**src/rtl/givens_hessenberg_column_update_assert.svh**
```systemverilog
// Assertion macros for the file that checks this block.
`ifndef GIVENS_HESSENBERG_COLUMN_UPDATE_ASSERT_SVH
`define GIVENS_HESSENBERG_COLUMN_UPDATE_ASSERT_SVH

// The consequent must hold in the same cycle as the antecedent.
`define GHC_ASSERT_SAME(name, ante, cons, msg) \
    name: assert property (@(posedge clk) disable iff (!rst_n) (ante) |-> (cons)) \
        else $error(msg);

// The consequent must hold in the cycle after the antecedent.
`define GHC_ASSERT_NEXT(name, ante, cons, msg) \
    name: assert property (@(posedge clk) disable iff (!rst_n) (ante) |=> (cons)) \
        else $error(msg);

`endif

```
**src/rtl/ghc_pkg.sv**
```systemverilog
package ghc_pkg;

    // One input item.
    typedef struct packed {
        logic               mode;
        logic signed [31:0] value;
    } ghc_in_t;

    // One result item.
    typedef struct packed {
        logic signed [31:0] entry;
        logic [4:0]         row;
        logic signed [31:0] rhs_entry;
        logic [30:0]        residual;
        logic               column_end;
        logic [1:0]         status;
    } ghc_out_t;

    // Input modes.
    localparam logic MODE_RESTART = 1'b0;
    localparam logic MODE_ELEMENT = 1'b1;

    // Result status codes.
    localparam logic [1:0] STATUS_OK        = 2'd0;
    localparam logic [1:0] STATUS_BREAKDOWN = 2'd1;
    localparam logic [1:0] STATUS_FULL      = 2'd2;

    // Datapath operations.
    localparam logic [3:0] OP_NONE       = 4'd0;
    localparam logic [3:0] OP_RESTART    = 4'd1;
    localparam logic [3:0] OP_HOLD       = 4'd2;
    localparam logic [3:0] OP_LOAD       = 4'd3;
    localparam logic [3:0] OP_ROT        = 4'd4;
    localparam logic [3:0] OP_SQ         = 4'd5;
    localparam logic [3:0] OP_SQRT       = 4'd6;
    localparam logic [3:0] OP_DIV_INIT_C = 4'd7;
    localparam logic [3:0] OP_DIV_INIT_S = 4'd8;
    localparam logic [3:0] OP_DIV_STEP   = 4'd9;
    localparam logic [3:0] OP_DIV_END_C  = 4'd10;
    localparam logic [3:0] OP_DIV_END_S  = 4'd11;
    localparam logic [3:0] OP_SAVE       = 4'd12;

    // Kinds of result loaded into the output register.
    localparam logic [1:0] KIND_ELEM = 2'd0;
    localparam logic [1:0] KIND_COL  = 2'd1;
    localparam logic [1:0] KIND_FULL = 2'd2;

    // Last steps of one rotation, the squaring sequence, the square root and the divider.
    localparam int ROT_LAST_STEP  = 5;
    localparam int SQ_LAST_STEP   = 2;
    localparam int SQRT_LAST_STEP = 31;
    localparam int DIV_LAST_STEP  = 32;

    // Command from controller to datapath.
    typedef struct packed {
        logic [3:0] op;
        logic [4:0] iter;
        logic       load;
        logic [1:0] kind;
        logic [4:0] row;
    } ghc_cmd_t;

    // Status from datapath to controller.
    typedef struct packed {
        logic r_zero;
    } ghc_stat_t;

endpackage

```
**src/rtl/ghc_ctrl.sv**
```systemverilog
module ghc_ctrl #(
    parameter int RESTART_LEN = 16
) (
    input  logic                                   clk,
    input  logic                                   rst_n,
    input  logic                                   req_valid,
    output logic                                   req_ready,
    input  logic                                   req_mode,
    output logic                                   rsp_valid,
    input  logic                                   rsp_ready,
    input  ghc_pkg::ghc_stat_t                     stat,
    output ghc_pkg::ghc_cmd_t                      cmd,
    output logic [$clog2(RESTART_LEN + 1) - 1:0]  count,
    output logic [$clog2(RESTART_LEN + 1) - 1:0]  index
);

    localparam int CW = $clog2(RESTART_LEN + 1);

    localparam logic [2:0] S_IDLE = 3'd0;
    localparam logic [2:0] S_ROT  = 3'd1;
    localparam logic [2:0] S_SQ   = 3'd2;
    localparam logic [2:0] S_SQRT = 3'd3;
    localparam logic [2:0] S_DIVC = 3'd4;
    localparam logic [2:0] S_DIVS = 3'd5;
    localparam logic [2:0] S_SAVE = 3'd6;
    localparam logic [2:0] S_OUT  = 3'd7;

    localparam logic [1:0] PH_ELEM = 2'd0;
    localparam logic [1:0] PH_PAIR = 2'd1;
    localparam logic [1:0] PH_RHS  = 2'd2;

    logic [2:0]    state_reg, state_next;
    logic [5:0]    step_reg, step_next;
    logic [1:0]    phase_reg, phase_next;
    logic [1:0]    kind_reg, kind_next;
    logic [CW-1:0] count_reg, count_next;
    logic [CW-1:0] index_reg, index_next;
    logic          out_valid_reg, out_valid_next;
    logic [CW-1:0] index_m1;
    logic          accept;

    assign accept    = req_valid && (state_reg == S_IDLE);
    assign index_m1  = index_reg - CW'(1);
    assign rsp_valid = out_valid_reg;
    assign count     = count_reg;
    // The rotation store is read at the index of the coming cycle, so its
    // registered output is ready as soon as the next element is taken.
    assign index     = index_next;

    // Sequencer for one item.
    always_comb
    begin
        state_next = state_reg;
        step_next  = step_reg;
        phase_next = phase_reg;
        kind_next  = kind_reg;
        count_next = count_reg;
        index_next = index_reg;
        req_ready  = 1'b0;
        cmd        = '0;
        cmd.op     = ghc_pkg::OP_NONE;
        cmd.iter   = step_reg[4:0];
        unique case (state_reg)
            S_IDLE:
            begin
                req_ready = 1'b1;
                step_next = '0;
                if (accept)
                begin
                    if (req_mode == ghc_pkg::MODE_RESTART)
                    begin
                        cmd.op     = ghc_pkg::OP_RESTART;
                        count_next = '0;
                        index_next = '0;
                    end
                    else if (count_reg >= CW'(RESTART_LEN))
                    begin
                        kind_next  = ghc_pkg::KIND_FULL;
                        state_next = S_OUT;
                    end
                    else if (index_reg == '0)
                    begin
                        cmd.op     = ghc_pkg::OP_HOLD;
                        index_next = CW'(1);
                    end
                    else
                    begin
                        cmd.op = ghc_pkg::OP_LOAD;
                        if (index_reg <= count_reg)
                        begin
                            phase_next = PH_ELEM;
                            state_next = S_ROT;
                        end
                        else
                        begin
                            state_next = S_SQ;
                        end
                    end
                end
            end
            S_ROT:
            begin
                cmd.op = ghc_pkg::OP_ROT;
                if (step_reg == 6'(ghc_pkg::ROT_LAST_STEP))
                begin
                    step_next = '0;
                    unique case (phase_reg)
                        PH_ELEM:
                        begin
                            kind_next  = ghc_pkg::KIND_ELEM;
                            state_next = S_OUT;
                        end
                        PH_PAIR:
                        begin
                            state_next = S_SAVE;
                        end
                        default:
                        begin
                            kind_next  = ghc_pkg::KIND_COL;
                            state_next = S_OUT;
                        end
                    endcase
                end
                else
                begin
                    step_next = step_reg + 6'd1;
                end
            end
            S_SQ:
            begin
                cmd.op = ghc_pkg::OP_SQ;
                if (step_reg == 6'(ghc_pkg::SQ_LAST_STEP))
                begin
                    step_next  = '0;
                    state_next = S_SQRT;
                end
                else
                begin
                    step_next = step_reg + 6'd1;
                end
            end
            S_SQRT:
            begin
                cmd.op = ghc_pkg::OP_SQRT;
                if (step_reg == 6'(ghc_pkg::SQRT_LAST_STEP))
                begin
                    step_next  = '0;
                    state_next = S_DIVC;
                end
                else
                begin
                    step_next = step_reg + 6'd1;
                end
            end
            S_DIVC, S_DIVS:
            begin
                // A zero norm needs no quotient: the identity rotation is set at once.
                priority if (step_reg == 6'(ghc_pkg::DIV_LAST_STEP) || stat.r_zero)
                begin
                    cmd.op = (state_reg == S_DIVC) ? ghc_pkg::OP_DIV_END_C
                                                   : ghc_pkg::OP_DIV_END_S;
                end
                else if (step_reg == '0)
                begin
                    cmd.op = (state_reg == S_DIVC) ? ghc_pkg::OP_DIV_INIT_C
                                                   : ghc_pkg::OP_DIV_INIT_S;
                end
                else
                begin
                    cmd.op = ghc_pkg::OP_DIV_STEP;
                end
                if (step_reg == 6'(ghc_pkg::DIV_LAST_STEP) || stat.r_zero)
                begin
                    step_next = '0;
                    if (state_reg == S_DIVC)
                    begin
                        state_next = S_DIVS;
                    end
                    else
                    begin
                        phase_next = PH_PAIR;
                        state_next = S_ROT;
                    end
                end
                else
                begin
                    step_next = step_reg + 6'd1;
                end
            end
            S_SAVE:
            begin
                cmd.op     = ghc_pkg::OP_SAVE;
                phase_next = PH_RHS;
                step_next  = '0;
                state_next = S_ROT;
            end
            default:
            begin
                // Wait for the output register to be free.
                cmd.kind = kind_reg;
                unique case (kind_reg)
                    ghc_pkg::KIND_ELEM: cmd.row = 5'(index_m1);
                    ghc_pkg::KIND_COL:  cmd.row = 5'(count_reg);
                    default:            cmd.row = '0;
                endcase
                if (!out_valid_reg || rsp_ready)
                begin
                    cmd.load   = 1'b1;
                    state_next = S_IDLE;
                    if (kind_reg == ghc_pkg::KIND_ELEM)
                    begin
                        index_next = index_reg + CW'(1);
                    end
                    else if (kind_reg == ghc_pkg::KIND_COL)
                    begin
                        count_next = count_reg + CW'(1);
                        index_next = '0;
                    end
                end
            end
        endcase
    end

    // Output valid flag.
    always_comb
    begin
        out_valid_next = out_valid_reg;
        if (cmd.load)
        begin
            out_valid_next = 1'b1;
        end
        else if (rsp_ready)
        begin
            out_valid_next = 1'b0;
        end
    end

    always_ff @(posedge clk or negedge rst_n)
    begin
        if (!rst_n)
        begin
            state_reg     <= S_IDLE;
            step_reg      <= '0;
            phase_reg     <= PH_ELEM;
            kind_reg      <= ghc_pkg::KIND_ELEM;
            count_reg     <= '0;
            index_reg     <= '0;
            out_valid_reg <= 1'b0;
        end
        else
        begin
            state_reg     <= state_next;
            step_reg      <= step_next;
            phase_reg     <= phase_next;
            kind_reg      <= kind_next;
            count_reg     <= count_next;
            index_reg     <= index_next;
            out_valid_reg <= out_valid_next;
        end
    end

endmodule

```
**config.mk**
```make
export PLATFORM = sky130hd
export DESIGN_NAME = ghc_ctrl
export DESIGN_NICKNAME = d
export VERILOG_FILES = /design/src/rtl/givens_hessenberg_column_update_assert.svh /design/src/rtl/ghc_pkg.sv /design/src/rtl/ghc_ctrl.sv
export SDC_FILE = /design/constraint.sdc
export NUM_CORES = 1
export LEC_CHECK = 0
export BUFFER_PORTS_ARGS = -buffer_cell sky130_fd_sc_hd__clkbuf_2
export CORE_MARGIN = 2
export CORE_UTILIZATION = 25
export DETAILED_ROUTE_END_ITERATION = 8
export PLACE_DENSITY = 0.45
export SKIP_CTS_REPAIR_TIMING = 1
export SYNTH_ARGS = -nofsm -noshare
export SYNTH_HDL_FRONTEND = slang
export SYNTH_SLANG_ARGS = --single-unit
```
**constraint.sdc**
```tcl
create_clock -name clk -period 2.9 [get_ports clk]
set_clock_uncertainty 0.1 [all_clocks]
set_input_delay 0.29 -clock clk [delete_from_list [all_inputs] [get_ports clk]]
set_output_delay 0.29 -clock clk [all_outputs]
set_load 0.005 [all_outputs]
```
==> impl_results.md, run 1 <==
- Initial Utilization: 0.260
- CTS root buf: clkbuf_8
- Largest net degree at the start of global routing: 25
- Post-synth EDFFs: 0
- Synth area leaders: dfrtp_1, ha_1, o21ai_0, a21oi_1, nor2_1
- Worst-Skew Late Latency: 0.27 ns
- Post-route minimum period: 2.79 ns
- Antenna fix cells: 0
- Clk buf depth: 2
- Initial antenna violation count: 0
- Die H: 94.0 µm
- Hold path endpoint: count[2]$_DFFE_PN0P_
- Post-Synth Adder-Cell Area: 0.0866
- Share of layout cells above drive strength 1: 0.195
- Synth cell count leaders: dfrtp_1, o21ai_0, nor2_1, a21oi_1, inv_1
- Largest register FFs: 6
- Cells after synthesis: 246
- Async SR Flop Fraction: 1.00
- Pwr Density: 918 mW/mm²
- Final nets: 294
- Critical Path AT: 2.40 ns
- Worst Path Required: 2.51 ns
- Slew HR: 0.484
- Reg-to-Reg End: state_reg[1]$_DFFE_PN0P_
- Top_reg_cell synth: dfrtp_1
- Fill cells: 859
- Vias in the first global route: 1929
- Setup TNS: 0 ns
- Ys Warns: 0
- Worst setup path class: register to output pin
- Crit-path max FO: 19
- Status: completed
- Post-route ant nets: 0
- Rows: 32
- Setup Viol. Count Final: 0
- Tightest Pin Transition: 0.772 ns
- Global-route wire length before repair: 10000 µm
- Routability Congestion: 0.874
- Synth top area share: 0.297
- Largest area contributor in the netlist: dfrtp_1
- Pre-antenna DRT Iters: 4
- Main combinational cell family by area after synthesis: compound AO/OA/AOI/OAI gates
- Iteration-0 DRC Markers: 148
- Cells after DPL: 370
- Part of the cycle the worst path needs: 0.961
- DRC errors left: 0
- CTS tree: built
- RSZ-0062 raised after global routing: false
- Pins Over Slew Limit: 0
- Clock buffer count from CTS: 3
- Final WL: 6000 µm
- Most frequent cell after synthesis: dfrtp_1
- Worst-case vdd ir drop: 0.253 mV
- Via density: 5.25
- DIE WIDTH: 94.0 µm
- Max-cap violation count: 0
- Synth Register Bits: 24
- Hold wc startpoint: req_mode
- IO Count: 35
- Post-synthesis compound-gate area fraction: 0.270
- P&R area growth vs syn: 14.8%
- Die ar.: 0.00883 mm²
- DP HPWL: 4510 µm
- Gr ovfl total: 0
- Total GRT Usage: 0.143
- Wire per inst: 16.0 µm
- Worst-path clk slew: 0.09 ns
- CP startpoint kind: register
- Sequential element share of the synthesized area: 0.297
- Syn_nets: 266
- Final hold viol count: 0
- Simple logic cell fraction of the synthesized area: 0.227
- Mux cell area share after synthesis: 0.00989
- Clock sinks: 24
- Min-Delay Path Depth: 3
- P_leak: 1.01 nW
- Via Count: 1963
- Worst setup EP type: output pin
- Mean Syn Cell Area: 8.22 µm²
- H-Tree Level Count: 1
- Synth cell types: 56
- Final Non-Filler Cells: 374
- Post-Syn Area: 0.00202 mm²
- Crit Reg-Reg Startpoint: count[4]$_DFFE_PN0P_
- Reg2Reg Setup Slack: 0.51 ns
- Core Area: 0.00777 mm²
- R2R cell count: 7
- Fmax: 359 MHz
- Worst Hold Class: primary input to register
- IO buf count: 34
- Synth Area in XOR/XNOR: 0.0303
stage by stage:
step	power, mW	area [µm²]	utilization	setup slack, ns	hold WS (ns)
floorplan	1.51	2020	-	0.673	-0.106
global placement	1.94	2270	0.293	0.439	0.257
detailed placement	1.92	2270	0.293	0.436	0.265
CTS	2.14	2310	0.298	0.120	-0.0417
global route	2.36	2320	0.299	0.00485	0.351
finish	2.13	2320	0.299	0.112	0.343
layout make-up:
type / count / area (µm²) / area share
Sequential cell: 24 / 601 / 0.258
Inverter: 18 / 67.6 / 0.0291
Clock buffer: 3 / 41.3 / 0.0178
Multi-Input combinational cell: 186 / 1260 / 0.543
Tap cell: 102 / 128 / 0.0549
Timing Repair Buffer: 41 / 225 / 0.0969
critical path: stages (launching register included):
cell and delay (ns):
dfrtp_1 0.57, or4b_2 0.71, nor2_1 0.31, nor2_1 0.15, a22o_1 0.27, clkbuf_2 0.11
how the worst max path moves through the flow:
stage	start	end	slack, ns	cells after the start
2_1_floorplan	state_reg[0]$_DFFE_PN0P_	index[0]	0.67	6
3_3_place_gp	state_reg[2]$_DFFE_PN0P_	index[3]	0.44	5
3_5_place_dp	state_reg[2]$_DFFE_PN0P_	index[3]	0.44	5
4_1_cts	state_reg[2]$_DFFE_PN0P_	index[2]	0.12	5
5_1_grt	state_reg[1]$_DFFE_PN0P_	index[0]	0.005	5
6_report	state_reg[2]$_DFFE_PN0P_	index[2]	0.11	5
cells by family after synthesis:
| family | Yosys count |
|---|---|
| simple gates | 83 |
| compound gates | 80 |
| buf+inv | 36 |
| flops | 24 |
| fa+ha+maj | 14 |
| xor+xnor | 7 |
| mux | 2 |
routing by layer:
layer	wire, µm	global-route usage
met1	3000	0.210
met5	0	0
met2	2630	0.215
met4	65	0.0495
met3	307	0.0161
cell usage in the layout (no fill, tap or decap), types with 3 or more instances in the layout:
cell / n
a2111oi_0: 3
a21oi_1: 18
a31oi_1: 4
and3_1: 4
buf_4: 6
clkbuf_2: 34
clkbuf_8: 3
dfrtp_1: 24
ha_1: 14
inv_1: 17
nand2_1: 13
nand3_1: 9
nand4_1: 7
nor2_1: 21
nor2b_1: 3
nor3_1: 5
nor4_1: 3
o21ai_0: 22
o22ai_1: 4
or3_1: 3
xnor2_1: 5
where the power goes:
group          switching (mW)  internal, mW
clock network           0.113        0.0931
registers               0.227         0.440
logic                   0.738         0.523
Power figures use the tool's default switching activity.
==> run 2: changes to the inputs <==
CORE_UTILIZATION = 50   (was 25)
PLACE_DENSITY = 0.75   (was 0.45)
==> run 2 against run 1 <==
Compared with the run above: via count rose by 2.4%; global-route usage rose by 13 points; clock power rose by 13%; worst setup slack improved by 0.14 ns; die area fell by 48%; highest routed layer unchanged; sequential cell count did not move; worst hold slack got worse by 0.039 ns; non-clock buffer count rose by 3; maximum frequency rose by 5.3%; wire length fell by 9.3%.
==> impl_results.md, run 2 (synthesis results as in run 1) <==
- Status: completed (unchanged)
- Worst Path Required: 2.51 ns (about the same)
- Pwr Density: 945 mW/mm² (was 918 mW/mm²)
- Core Area: 0.00394 mm² (was 0.00777 mm²)
- Crit path max-delay family: simple AND/OR/NAND/NOR gates (unchanged)
- Largest register FFs: 6 (unchanged)
- Buffers & Inverters on Critical Path: 2 (was 1)
- P&R area growth vs syn: 13.4% (was 14.8%)
- Rows: 23 (was 32)
- CTS root buf: clkbuf_8 (unchanged)
- Setup TNS: 0 ns (unchanged)
- Share of layout cells above drive strength 1: 0.207 (was 0.195)
- Clk buf depth: 2 (unchanged)
- Worst Hold Class: primary input to register (unchanged)
- CP max stage cell: or4b_4 (was or4b_2)
- Worst-Skew Late Latency: 0.27 ns (about the same)
- Post-route minimum period: 2.65 ns (was 2.79 ns)
- Vias in the first global route: 1867 (was 1929)
- IO Count: 35 (unchanged)
- DRC errors left: 0 (unchanged)
- P_leak: 1.03 nW (was 1.01 nW)
- Via Count: 2011 (was 1963)
- Setup Viol. Count Final: 0 (unchanged)
- Most common cell after layout, fill and taps aside: clkbuf_2 (unchanged)
- Worst path max stage delay: 0.50 ns (was 0.71 ns)
- Iteration-0 DRC Markers: 184 (was 148)
- Global-route wire length before repair: 9250 µm (was 10000 µm)
- Worst setup EP type: output pin (unchanged)
- Largest net degree at the start of global routing: 25 (unchanged)
- Fin util: 0.582 (was 0.299)
- Routability Congestion: 0.922 (was 0.874)
- Via density: 6.17 (was 5.25)
- IO buf count: 34 (unchanged)
- Initial Utilization: 0.513 (was 0.260)
- Fill cells: 349 (was 859)
- Die ar.: 0.00457 mm² (was 0.00883 mm²)
- Critical Path AT: 2.26 ns (was 2.40 ns)
- Post-route ant nets: 0 (unchanged)
- Worst setup path class: register to output pin (unchanged)
- Fmax: 378 MHz (was 359 MHz)
- Most frequent cells in the layout: clkbuf_2, dfrtp_1, o21ai_0 (unchanged)
- Crit-path max FO: 7 (was 19)
- Setup Slack @ Placement: 0.572 ns (was 0.436 ns)
- Worst hold margin: 0.304 ns (was 0.343 ns)
- Final WL: 5440 µm (was 6000 µm)
- Pins Over Slew Limit: 0 (unchanged)
- Worst-case vdd ir drop: 0.437 mV (was 0.253 mV)
- Worst-path clk slew: 0.09 ns (about the same)
- Slew HR: 0.578 (was 0.484)
- Clock buffer count from CTS: 3 (unchanged)
- RSZ-0062 raised after global routing: false (unchanged)
- DIE WIDTH: 67.6 µm (was 94.0 µm)
- Wire per inst: 16.7 µm (was 16.0 µm)
- DP HPWL: 4140 µm (was 4510 µm)
- Final nets: 297 (was 294)
- H-Tree Level Count: 1 (unchanged)
- Antenna fix cells: 0 (unchanged)
- Min-Delay Path Depth: 3 (unchanged)
- Final Power: 2.17 mW (was 2.13 mW)
- Part of the cycle the worst path needs: 0.913 (was 0.961)
- CTS tree: built (unchanged)
- CP startpoint kind: register (unchanged)
- Max-cap violation count: 0 (unchanged)
- Total GRT Usage: 0.270 (was 0.143)
- Final hold viol count: 0 (unchanged)
- Most numerous cell on the critical path: nor3_1 (was nor2_1)
- R2R cell count: 7 (unchanged)
- Initial antenna violation count: 0 (unchanged)
- Post-route setup slack: 0.251 ns (was 0.112 ns)
- Clock sinks: 24 (unchanged)
- Die H: 67.6 µm (was 94.0 µm)
- Pre-antenna DRT Iters: 4 (unchanged)
- Tightest Pin Transition: 0.628 ns (was 0.772 ns)
- CP Cell Sequence: inv_1 > ha_1 > or4b_4 > nor3_1 > nor3_1 > a311o_1 > clkbuf_2 (was or4b_2 > nor2_1 > nor2_1 > a22o_1 > clkbuf_2)
- WP depth: 7 (was 5)
- Gr ovfl total: 0 (unchanged)
==> run 2: cell count changes in the layout (fill, tap and decap cells not counted), sizes merged <==
cell / previous run / this run
buf: 6 / 9
clkbuf: 37 / 38
==> run 2: report_power, final <==
| part | internal (mW) | leakage [nW] | switching (mW) |
|---|---|---|---|
| logic | 0.543 | 0.690 | 0.762 |
| clock network | 0.121 | 0.0288 | 0.110 |
| registers | 0.441 | 0.311 | 0.190 |
| total | 1.11 | 1.03 | 1.06 |
==> run 2: worst min-delay path: cells and delay by family <==
kind / cells / cell delay (ns)
and+or+nand+nor: 2 / 0.20
buffers and inverters: 1 / 0.14
==> run 2: stage by stage <==
stage                     instance area, µm²  cells
final                                   2290    326
after global routing                    2290    326
after CTS                               2280    325
after detailed placement                2230    321
after global placement                  2230    321
after floorplan                         2020    246
==> run 2: path summary, 6_finish.rpt <==
path	start	endpoint	slack, ns
worst max-delay path	step_reg[0]$_DFFE_PN0P_	cmd[13]	0.25
worst min-delay path	req_mode	count[2]$_DFFE_PN0P_	0.30
worst max register to register	step_reg[0]$_DFFE_PN0P_	state_reg[2]$_DFFE_PN0P_	0.53
worst min register to register	step_reg[0]$_DFFE_PN0P_	step_reg[0]$_DFFE_PN0P_	0.52
max in group asynchronous	rst_n	index_reg[2]$_DFF_PN0_	1.83
min in group asynchronous	rst_n	step_reg[5]$_DFFE_PN0P_	0.46
==> run 2: layout make-up <==
class	count	area, µm²	area share
repair buffers	44	248	0.108
well taps	50	62.6	0.0273
clock buffers	4	55.1	0.0240
flip-flops and latches	24	601	0.262
multi-input cells	186	1260	0.550
inverters	18	67.6	0.0294
==> run 2: routing by layer <==
layer	track usage	wire, µm	vias up
met5	0	0	-
met4	0.143	168	0
met1	0.348	2260	935
li1	-	-	965
met3	0.0400	432	16
met2	0.435	2580	95
